[src/hw/rtl/axhp_pkg.sv]
`default_nettype none

package axhp_pkg;

    // default widths
    localparam int POS_BITS_DEF = 24;
    localparam int RPM_BITS_DEF = 16;

    // register file
    localparam int ADDR_BITS = 4;
    localparam int DATA_BITS = 32;

    // register reset values
    localparam int TRAVEL_LIMIT_RST = 10000;
    localparam int BASE_RPM_RST     = 100;
    localparam int TOP_RPM_RST      = 200;

    typedef enum logic [1:0] {
        REG_TRAVEL_LIMIT = 2'd0,
        REG_INVERT_DIR   = 2'd1,
        REG_BASE_RPM     = 2'd2,
        REG_TOP_RPM      = 2'd3
    } t_reg;

    typedef enum logic [1:0] {
        CMD_TICK     = 2'd0,
        CMD_HOME     = 2'd1,
        CMD_MOVE_ABS = 2'd2,
        CMD_MOVE_REL = 2'd3
    } t_cmd;

    typedef enum logic [2:0] {
        PH_IDLE    = 3'd0,
        PH_FAST    = 3'd1,
        PH_BACKOFF = 3'd2,
        PH_SLOW    = 3'd3,
        PH_ZERO    = 3'd4,
        PH_MEASURE = 3'd5,
        PH_RETURN  = 3'd6,
        PH_DONE    = 3'd7
    } t_phase;

    // speed as a percent of the mean of base and top rpm
    typedef enum logic [1:0] {
        PCT_20 = 2'd0,
        PCT_50 = 2'd1,
        PCT_60 = 2'd2,
        PCT_70 = 2'd3
    } t_pct;

    // narrow axis control state
    typedef struct packed {
        t_phase phase;
        logic   move_active;
        logic   heading_up;
        logic   enabled;
    } t_ctl;

endpackage

`default_nettype wire

[src/hw/rtl/axhp_cfg.sv]
`default_nettype none

module axhp_cfg
    import axhp_pkg::*;
#(
    parameter int POS_BITS = POS_BITS_DEF,
    parameter int RPM_BITS = RPM_BITS_DEF
) (
    input  wire logic                 i_clk,
    input  wire logic                 i_rst_n,
    input  wire logic                 psel,
    input  wire logic                 penable,
    input  wire logic                 pwrite,
    input  wire logic [ADDR_BITS-1:0] paddr,
    input  wire logic [DATA_BITS-1:0] pwdata,
    output logic      [DATA_BITS-1:0] prdata,
    output logic                      pready,
    output logic      [POS_BITS-1:0]  o_travel_limit,
    output logic                      o_invert_direction,
    output logic      [RPM_BITS-1:0]  o_base_rpm,
    output logic      [RPM_BITS-1:0]  o_top_rpm
);

    logic [POS_BITS-1:0] r_travel_limit;
    logic                r_invert_direction;
    logic [RPM_BITS-1:0] r_base_rpm;
    logic [RPM_BITS-1:0] r_top_rpm;
    logic                wr_en;
    t_reg                reg_sel;

    assign pready  = 1'b1;
    assign wr_en   = psel & penable & pwrite & pready;
    assign reg_sel = t_reg'(paddr[3:2]);

    // register writes
    always_ff @(posedge i_clk) begin
        if (!i_rst_n) begin
            r_travel_limit     <= POS_BITS'(TRAVEL_LIMIT_RST);
            r_invert_direction <= 1'b0;
            r_base_rpm         <= RPM_BITS'(BASE_RPM_RST);
            r_top_rpm          <= RPM_BITS'(TOP_RPM_RST);
        end else if (wr_en) begin
            unique case (reg_sel)
                REG_TRAVEL_LIMIT: r_travel_limit     <= pwdata[POS_BITS-1:0];
                REG_INVERT_DIR:   r_invert_direction <= pwdata[0];
                REG_BASE_RPM:     r_base_rpm         <= pwdata[RPM_BITS-1:0];
                REG_TOP_RPM:      r_top_rpm          <= pwdata[RPM_BITS-1:0];
                default: ;
            endcase
        end
    end

    // register readback
    always_comb begin
        unique case (reg_sel)
            REG_TRAVEL_LIMIT: prdata = DATA_BITS'(r_travel_limit);
            REG_INVERT_DIR:   prdata = DATA_BITS'(r_invert_direction);
            REG_BASE_RPM:     prdata = DATA_BITS'(r_base_rpm);
            REG_TOP_RPM:      prdata = DATA_BITS'(r_top_rpm);
            default:          prdata = '0;
        endcase
    end

    assign o_travel_limit     = r_travel_limit;
    assign o_invert_direction = r_invert_direction;
    assign o_base_rpm         = r_base_rpm;
    assign o_top_rpm          = r_top_rpm;

endmodule

`default_nettype wire

[config.mk]
export PLATFORM = sky130hd
export DESIGN_NAME = axhp_cfg
export DESIGN_NICKNAME = d
export VERILOG_FILES = /design/src/hw/rtl/axhp_pkg.sv /design/src/hw/rtl/axhp_cfg.sv
export SDC_FILE = /design/constraint.sdc
export NUM_CORES = 1
export LEC_CHECK = 0
export ABC_AREA = 1
export BUFFER_PORTS_ARGS = -buffer_cell sky130_fd_sc_hd__buf_2
export CAP_MARGIN = 10
export CELL_PAD_IN_SITES_DETAIL_PLACEMENT = 0
export CELL_PAD_IN_SITES_GLOBAL_PLACEMENT = 1
export CORE_ASPECT_RATIO = 1.1
export CORE_MARGIN = 10
export CORE_UTILIZATION = 31
export CTS_CLUSTER_SIZE = 16
export DETAILED_ROUTE_END_ITERATION = 7
export PLACE_DENSITY = 0.88
export SLEW_MARGIN = 25
export SYNTH_ARGS = -nofsm -noshare
export SYNTH_HDL_FRONTEND = slang
export SYNTH_SLANG_ARGS = --single-unit
[constraint.sdc]
create_clock -name i_clk -period 0.9 [get_ports i_clk]
set_input_delay 0.09 -clock i_clk [delete_from_list [all_inputs] [get_ports i_clk]]
set_output_delay 0.09 -clock i_clk [all_outputs]
set_load 0.01 [all_outputs]
==> reports/metrics.yaml, run 1 <==
synth-adder-area-share_pct: 0
synth-seq-cells: 57
p_leak_nw: 2.30
cts_root_buf: "clkbuf_8"
fin_skew_ps: 0
num_vias: 3146
status: "finished with violations"
slew_violations: 0
first_pass_iters: 4
grt-ovfl-total: 0
synthXorXnorAreaFrac_pct: 0
ir_drop_mv: 0.611
ys_types: 18
synth_top_area_cell: "dfxtp_1"
routed_wl_um: 10100
grt_pass1_wl_um: 15700
synth_ff_type: "dfxtp_1"
yosys.area.top_type_share_pct: 41.2
post-dp-hpwl_um: 6730
worstPathArrival_ps: 970
clock.fmax_mhz: 947
yosys.area_share.simple_pct: 45.8
grt_max_degree: 58
synthArstFlopShare_pct: 0
clock_sinks: 57
synth-compound-area-share_pct: 0.181
fin_crit_ps: 1060
nets: 632
wl_per_cell_um: 14.3
crit_chain: "nand2_1 -> nand3_1 -> buf_2"
slowest_stage: "dfxtp_2"
worstSetupPathType: "reg -> out"
yosysWarningCount: 0
die_w_um: 110
start_kind: "flop"
via_per_inst: 4.44
path_delay_family: "flip-flops"
syn-cell-area_um2: 2770
synth-edff-count: 0
cts_max_level: 3
grt_usage_pct: 14.9
fp.coreArea_um2: 8780
synth_top_family_by_area: "simple AND/OR/NAND/NOR gates"
crit_fanout: 3
p_per_area_nw_per_um2: 1180
clk-insertion-delay-late_ps: 330
first_iter_violations: 121
cts_tree: "done"
drive_gt1_share_pct: 45.1
ys_seq_area_share_pct: 41.2
rows: 36
cts.path.max_buffers: 2
worst_slack_ps: -156
timing.final.crit_share_pct: 117
cp-end-kind: "output port"
start_util_pct: 31.6
layout_commonest_cell: "nand2_1"
fin_tns_setup_ps: -5440
ant_nets: 0
setup_viol: 57
power_w: 0.00553
synthMuxAreaShare_pct: 0
finalHoldViolCount: 0
critPathBufInv: 1
synthTopCellsByArea: "dfxtp_1 41%, nand2_1 17%, nor2_1 14%"
syn-instance-count: 433
cts_buffers: 9
syn_to_final_growth_pct: 69.5
grt_antenna_before_repair: 0
place_congestion: 0.777
die_h_um: 119
critPathMaxStageDelay_ps: 360
cap_violations: 0
die_area_um2: 13100
synth.avg_cell_area_um2: 6.40
grt_pass1_vias: 3075
ios: 131
antennaDiodeCount: 0
path_clk_slew_ps: 70
grt_setup_unrepaired: "true"
drc: 0
port_buffers: 111
final_util_pct: 53.5
layout_common_cells: "111 x nand2_1, 98 x nor2_1, 88 x buf_6, 68 x nand3_1"
hold_path.class: "in -> reg"
fin_hold_ws_ps: 33.6
worstPathRequired_ps: 810
violations: "setup timing"
==> state kept, by name, summed over array words and instances, names as in the netlist <==
name	cells
o_base_rpm	16
o_invert_direction	1
o_top_rpm	16
o_travel_limit	24
==> worst register-to-register path, stage by stage, from the launching register on <==
cell,delay [ps]
dfxtp_2,340
buf_4,130
nor2_1,100
nor2_1,60
==> timing repair <==
item,in CTS,in global routing
pin swaps,34,15
hold buffers,9,0
endpoints found under the hold margin,9,0
buffers inserted,11,24
gates cloned,0,0
resized for setup,125,53
endpoints found under the setup margin,81,78
==> area by class of cell <==
cell class	count	area [um^2]
tap	114	143
clock inverter	5	25.0
timing repair buffer	173	1660
sequential	57	1230
multi-input combinational	314	1380
clock buffer	9	124
fill	869	4090
inverter	36	135
==> worst paths after layout <==
check / start / to / slack (ps) / depth (start not counted)
max: o_top_rpm[10]$_SDFFE_PN0P_ / prdata[10] / -160 / 3
min reg2reg: o_travel_limit[13]$_SDFFE_PN1P_ / o_travel_limit[13]$_SDFFE_PN1P_ / 480 / 2
min: pwdata[6] / o_base_rpm[6]$_SDFFE_PN1P_ / 30 / 3
max reg2reg: o_base_rpm[3]$_SDFFE_PN0P_ / o_base_rpm[3]$_SDFFE_PN0P_ / 170 / 3
==> Yosys cell counts, types with 3 or more instances <==
master     n
buf_4     13
nor2_1   101
nand2_1  123
buf_6      3
dfxtp_1   57
buf_2     14
inv_1     34
nor2_4     3
nand3_1   72
==> layer usage <==
layer | vias up | track usage, % | share of wire (%)
li1 | 1622 | - | -
met2 | 101 | 23.9 | 48
met5 | - | 0 | 0
met1 | 1410 | 17.0 | 41
met3 | 13 | 5.72 | 9.5
met4 | 0 | 6.67 | 1.7
==> report_power, final <==
part / internal, W / total, W / switching [W]
Sequential: 0.00258 / 0.00263 / 0.0000561
Combinational: 0.000461 / 0.000959 / 0.000498
Clock: 0.000940 / 0.00194 / 0.00100
Total: 0.00398 / 0.00553 / 0.00156
==> cell families (layout without fill, tap and decap cells) <==
family	Yosys count	count (layout)
and+or+nand+nor	304	304
DFF	57	57
AOI/OAI and AO/OA	1	1
other	2	9
buffers and inverters	69	223
==> through the flow <==
step	instances	setup WS, ps	cell area, um^2
after floorplan	440	90.0	2800
after global placement	650	-155	3570
after detailed placement	650	-162	3570
after CTS	684	-167	4330
after global routing	708	-206	4700
final	708	-156	4700
Power figures use the tool's default switching activity.
==> run 2: changes to the inputs <==
--- a/config.mk
+++ b/config.mk
@@ -9,10 +9,10 @@
 export BUFFER_PORTS_ARGS = -buffer_cell sky130_fd_sc_hd__buf_2
 export CAP_MARGIN = 10
 export CELL_PAD_IN_SITES_DETAIL_PLACEMENT = 0
-export CELL_PAD_IN_SITES_GLOBAL_PLACEMENT = 1
+export CELL_PAD_IN_SITES_GLOBAL_PLACEMENT = 2
 export CORE_ASPECT_RATIO = 1.1
 export CORE_MARGIN = 10
-export CORE_UTILIZATION = 31
+export CORE_UTILIZATION = 23
 export CTS_CLUSTER_SIZE = 16
 export DETAILED_ROUTE_END_ITERATION = 7
 export PLACE_DENSITY = 0.88
==> run 2 against run 1 <==
Effect of this change:
- the run still ends with setup timing left
- clock-buffer cell count increased by 3
- flip-flop and latch count unchanged
- first-iteration DRC count up 19%
- global-route usage is 2.5 points lower
- cell area rose by 5.1%
- die area increased by 28%
- sequential power hardly changed
- routed wire length grew 10%
- critical path type unchanged
- largest power group is now clock
==> reports/metrics.yaml, run 2 (synthesis gave the netlist of run 1 again) <==
status: "finished with violations"
violations: "setup timing"
clockPowerShare_pct: 45.7  # +11 points
start_kind: "flop"
layout_commonest_cell: "nand2_1"
seqPwrFrac_pct: 39.2  # -8.3 points
grt_pass1_wl_um: 17000  # +8.3%
cp-end-kind: "output port"
clk-insertion-delay-late_ps: 320  # about the same
place_congestion: 0.764  # -1.7%
worst_slack_ps: -178  # -21.9 ps
wl_per_cell_um: 14.8  # +3.2%
worstPathRequired_ps: 810  # about the same
routed_wl_um: 11200  # +10%
clock_sinks: 57  # unchanged
fp.coreArea_um2: 11900  # +36%
first_iter_violations: 144  # +19%
finalHoldViolCount: 0  # unchanged
slew_violations: 0  # unchanged
rows: 42  # +17%
fin_skew_ps: 0  # unchanged
clock.fmax_mhz: 928  # -2.0%
timing.final.crit_share_pct: 120  # +2.4 points
cap_violations: 0  # unchanged
final_util_pct: 41.4  # -12 points
r2r_setup_slack_ps: 90  # -80 ps
cts_max_level: 3  # unchanged
dp_cells: 696  # +7.1%
power_frac_comb_pct: 15.1  # -2.2 points
cts_tree: "done"
grt_usage_pct: 12.4  # -2.5 points
ios: 131  # unchanged
nets: 638  # +0.95%
setup_viol: 46  # -19%
path_clk_slew_ps: 50  # -20 ps
top_layer: "met4"
via_per_inst: 4.28  # -3.8%
crit_fanout: 3  # unchanged
port_buffers: 111  # unchanged
die_h_um: 135  # +13%
cts.path.max_buffers: 2  # unchanged
worstSetupPathType: "reg -> out"
cts_root_buf: "clkbuf_16"
finalNonFillerCells: 756  # +6.8%
met2_length_um: 5480  # +13%
hold_path.class: "in -> reg"
grt_antenna_before_repair: 1  # +1
drive_gt1_share_pct: 48.1  # +3.0 points
wl_met3_um: 727  # -24%
p_int_w: 0.00499  # +26%
grt_max_degree: 32  # -45%
grt_pass1_vias: 3323  # +8.1%
ir_drop_mv: 0.926  # +52%
syn_to_final_growth_pct: 78.1
p_sw_w: 0.00175  # +13%
grt_setup_unrepaired: "true"
worstPathArrival_ps: 990  # +20 ps
p_per_area_nw_per_um2: 1370  # +16%
layout_common_cells: "107 x nand2_1, 94 x nor2_1, 80 x buf_6, 66 x nand3_1, 55 x dfxtp_2"
drt-met1-wl_um: 4870  # +18%
die_area_um2: 16800  # +28%
final.fill_count: 1218  # +40%
p_sw_share_pct: 26.0  # -2.1 points
grt-ovfl-total: 0  # unchanged
fin_crit_ps: 1080  # +21.9 ps
num_vias: 3233  # +2.8%
p_leak_nw: 2.39  # +3.9%
post-dp-hpwl_um: 7470  # +11%
ant_nets: 0  # unchanged
first_pass_iters: 4  # unchanged
cts_buffers: 9  # unchanged
start_util_pct: 23.2  # -8.3 points
die_w_um: 125  # +13%
largest_register_ffs: 24  # unchanged
power_w: 0.00674  # +22%
drc: 0  # unchanged
run 2: worst max-delay path: stages (launching register included):
cell and delay, ps:
dfxtp_2 330, nand2_1 60, nand4_1 100, buf_2 170
run 2: path summary, 6_finish.rpt:
path | from | endpoint | depth (start not counted)
min reg2reg | o_travel_limit[4]$_SDFFE_PN1P_ | o_travel_limit[4]$_SDFFE_PN1P_ | 2
min | pwdata[7] | o_top_rpm[7]$_SDFFE_PN1P_ | 3
max | o_top_rpm[0]$_SDFFE_PN0P_ | prdata[0] | 3
max reg2reg | o_base_rpm[15]$_SDFFE_PN0P_ | o_base_rpm[15]$_SDFFE_PN0P_ | 4
run 2: metrics by stage:
step / hold slack [ps] / setup TNS (ps) / cell area (um^2) / setup slack (ps)
finish: 11.2 / -4130 / 4940 / -178
global route: 13.8 / -6110 / 4930 / -223
CTS: 1.77 / -3590 / 4400 / -162
detailed placement: 325 / -10030 / 3670 / -217
global placement: 325 / -9070 / 3670 / -201
floorplan: 216 / 0 / 2800 / 90.0
run 2: timing repair:
| action | 4_1_cts | 5_1_grt |
|---|---|---|
| hold buffers | 6 | 0 |
| pin swaps | 31 | 25 |
| endpoints found under the hold margin | 6 | 0 |
| buffers inserted | 17 | 19 |
| gates resized for setup | 107 | 78 |
| endpoints found under the setup margin | 81 | 77 |
| gates cloned | 0 | 2 |
run 2: power groups by stage:
stage	sequential, W	clock [W]	combinational [W]
2_1_floorplan	0.00270	0	0.000417
3_3_place_gp	0.00268	0	0.000784
3_5_place_dp	0.00268	0	0.000792
4_1_cts	0.00264	0.00315	0.000888
5_1_grt	0.00265	0.00330	0.00112
6_report	0.00264	0.00308	0.00102
run 2: layer usage:
metal | track usage [%] | vias up
met3 | 4.70 | 6
li1 | - | 1648
met2 | 21.7 | 88
met5 | 0 | -
met4 | 3.50 | 0
met1 | 13.8 | 1491
run 2: layout make-up:
type / instances / area, um^2 / share of cell area, %
Timing Repair Buffer: 179 / 1710 / 34.7
Multi-Input combinational cell: 314 / 1410 / 28.6
Sequential cell: 57 / 1220 / 24.7
Clock buffer: 12 / 246 / 4.99
Tap cell: 154 / 193 / 3.90
Inverter: 36 / 138 / 2.79
Clock inverter: 3 / 17.5 / 0.355
Antenna cell: 1 / 2.50 / 0.0507
==> run 3: changes to the inputs <==
--- a/config.mk
+++ b/config.mk
@@ -8,14 +8,14 @@
 export ABC_AREA = 1
 export BUFFER_PORTS_ARGS = -buffer_cell sky130_fd_sc_hd__buf_2
 export CAP_MARGIN = 10
-export CELL_PAD_IN_SITES_DETAIL_PLACEMENT = 0
-export CELL_PAD_IN_SITES_GLOBAL_PLACEMENT = 2
+export CELL_PAD_IN_SITES_DETAIL_PLACEMENT = 1
+export CELL_PAD_IN_SITES_GLOBAL_PLACEMENT = 1
 export CORE_ASPECT_RATIO = 1.1
 export CORE_MARGIN = 10
-export CORE_UTILIZATION = 23
+export CORE_UTILIZATION = 33
 export CTS_CLUSTER_SIZE = 16
 export DETAILED_ROUTE_END_ITERATION = 7
-export PLACE_DENSITY = 0.88
+export PLACE_DENSITY = 0.93
 export SLEW_MARGIN = 25
 export SYNTH_ARGS = -nofsm -noshare
 export SYNTH_HDL_FRONTEND = slang
==> constraint.sdc (replaced) <==
create_clock -name i_clk -period 1.4 [get_ports i_clk]
set_input_delay 0.14 -clock i_clk [delete_from_list [all_inputs] [get_ports i_clk]]
set_output_delay 0.14 -clock i_clk [all_outputs]
set_load 0.01 [all_outputs]
==> run 3 against run 2 <==
Effect of this change:
- the run now ends clean
- non-clock buffer count shrank 53
- via count shrank 4.1%
- setup slack gained 390 ps
- register-to-register slack gained 650 ps
- largest cell class is now multi-input combinational cells
==> reports/metrics.yaml, run 3 (synthesis gave the netlist of run 1 again) <==
cts_buffers: 9  # unchanged
ff2ff_path_depth: 2  # -2
cts_root_buf: "clkbuf_8"
p_int_w: 0.00282  # -43%
path_clk_slew_ps: 70  # +20 ps
wl_per_cell_um: 15.0  # +1.4%
routed_wl_um: 9890  # -11%
critPathMaxStageDelay_ps: 200  # -130 ps
die_w_um: 107  # -14%
grt_util_met1_pct: 17.0  # +3.2 points
layout_common_cells: "123 x nand2_1, 111 x buf_2, 100 x nor2_1, 72 x nand3_1, 57 x dfxtp_1"
p_sw_w: 0.00102  # -42%
place_congestion: 0.782  # +2.3%
first_iter_violations: 110  # -24%
timing.final.crit_share_pct: 84.9
antennaDiodeCount: 0  # -1
hold_path_depth: 3  # unchanged
post-place-ws_ps: 160  # +378 ps
grt-ovfl-total: 0  # unchanged
ios: 131  # unchanged
worstSetupPathType: "in -> out"
hold_path.class: "in -> reg"
grt_pass1_wl_um: 16500  # -2.7%
drive_gt1_share_pct: 27.5  # -21 points
cts.path.max_buffers: 2  # unchanged
fin_crit_ps: 1190
fin_tns_setup_ps: 0  # +4130 ps
p_sw_share_pct: 26.5  # +0.48 points
num_vias: 3100  # -4.1%
cap_violations: 0  # unchanged
start_util_pct: 33.5  # +10 points
die_area_um2: 12500  # -26%
holdBufCountCts: 0  # -6
via_per_inst: 4.70  # +9.8%
worstPathArrival_ps: 1050  # +60 ps
cts_setup_buffers: 0  # -17
cts_max_level: 3  # unchanged
power_w: 0.00384  # -43%
grt_max_degree: 58  # +81%
drc: 0  # unchanged
start_kind: "primary input"
crit_fanout: 11  # +8
clock.fmax_mhz: 842
grt_antenna_before_repair: 0  # -1
cts-resized-gates: 0  # -100%
worstPathRequired_ps: 1260  # +450 ps
nets: 585  # -8.3%
final_util_pct: 44.3  # +2.9 points
fp.coreArea_um2: 8280  # -31%
clockPowerShare_pct: 44.0  # -1.7 points
grt_usage_pct: 16.2  # +3.8 points
cts_tree: "done"
layout_commonest_cell: "nand2_1"
setup_viol: 0  # -100%
post-dp-hpwl_um: 7510  # +0.51%
met3_usage_pct: 7.28  # +2.6 points
clk-insertion-delay-late_ps: 320  # about the same
use_met2_pct: 28.3  # +6.7 points
fin_skew_ps: 0  # unchanged
port_buffers: 111  # unchanged
ant_nets: 0  # unchanged
power_frac_comb_pct: 12.2  # -2.9 points
clock_sinks: 57  # unchanged
worst_slack_ps: 212  # +390 ps
largest_register_ffs: 24  # unchanged
status: "complete, no violations"
finalHoldViolCount: 0  # unchanged
slowest_stage: "buf_4"
first_pass_iters: 4  # unchanged
fin_hold_ws_ps: 47.0  # +35.8 ps
busiest_layer: "met2"
seqPwrFrac_pct: 43.9  # +4.7 points
crit_chain: "buf_2 -> nand2_1 -> inv_1 -> buf_4 -> nand2_1 -> nand3_1 -> buf_2"
p_per_area_nw_per_um2: 1050  # -23%
grt_setup_unrepaired: "false"
rows: 35  # -17%
grt_pass1_vias: 3382  # +1.8%
p_leak_nw: 1.91  # -20%
ir_drop_mv: 0.639  # -31%
die_h_um: 116  # -14%
slew_violations: 0  # unchanged
syn_to_final_growth_pct: 32.2
cp-end-kind: "output port"
## run 3: cell count changes in the layout (fill, tap and decap cells not counted), sizes merged
cell,before,now
dlygate4sd3,6,0
buf,171,126
bufinv,0,2
clkinv,2,3
diode,1,0
clkbuf,14,10
## run 3: cell type report
type,count,area (um^2)
timing repair buffer,126,718
clock inverter,6,82.6
sequential,57,1140
fill,1134,4610
multi-input combinational,314,1320
tap,111,139
clock buffer,10,128
inverter,36,135
## run 3: worst paths after layout
kind                                        from                               to  slack, ps
hold reg to reg       o_base_rpm[5]$_SDFFE_PN1P_       o_base_rpm[5]$_SDFFE_PN1P_        480
setup / recovery                        paddr[2]                        prdata[3]        210
setup reg to reg  o_travel_limit[3]$_SDFFE_PN0P_   o_travel_limit[3]$_SDFFE_PN0P_        740
hold / removal                        pwdata[10]  o_travel_limit[10]$_SDFFE_PN1P_         50
## run 3: critical path, delay by kind of cell
family	cells	cell delay, ps
simple gates	3	290
buf+inv	4	610
## run 3: stage by stage
| step | area (um^2) | cells |
|---|---|---|
| 2_1_floorplan | 2800 | 440 |
| 3_3_place_gp | 3450 | 644 |
| 3_5_place_dp | 3450 | 644 |
| 4_1_cts | 3660 | 660 |
| 5_1_grt | 3660 | 660 |
| 6_report | 3660 | 660 |
## run 3: power groups by stage
stage,logic (W),clock network (W),registers [W]
floorplan,0.000268,0,0.00173
global placement,0.000456,0,0.00172
detailed placement,0.000472,0,0.00172
CTS,0.000474,0.00174,0.00168
global route,0.000526,0.00181,0.00169
finish,0.000466,0.00169,0.00168
## run 3: layer usage
| layer | wire (um) | part of all wire [%] |
|---|---|---|
| met1 | 3840 | 39 |
| met5 | 0 | 0 |
| met4 | 158 | 1.6 |
| met2 | 4950 | 50 |
| met3 | 940 | 9.5 |
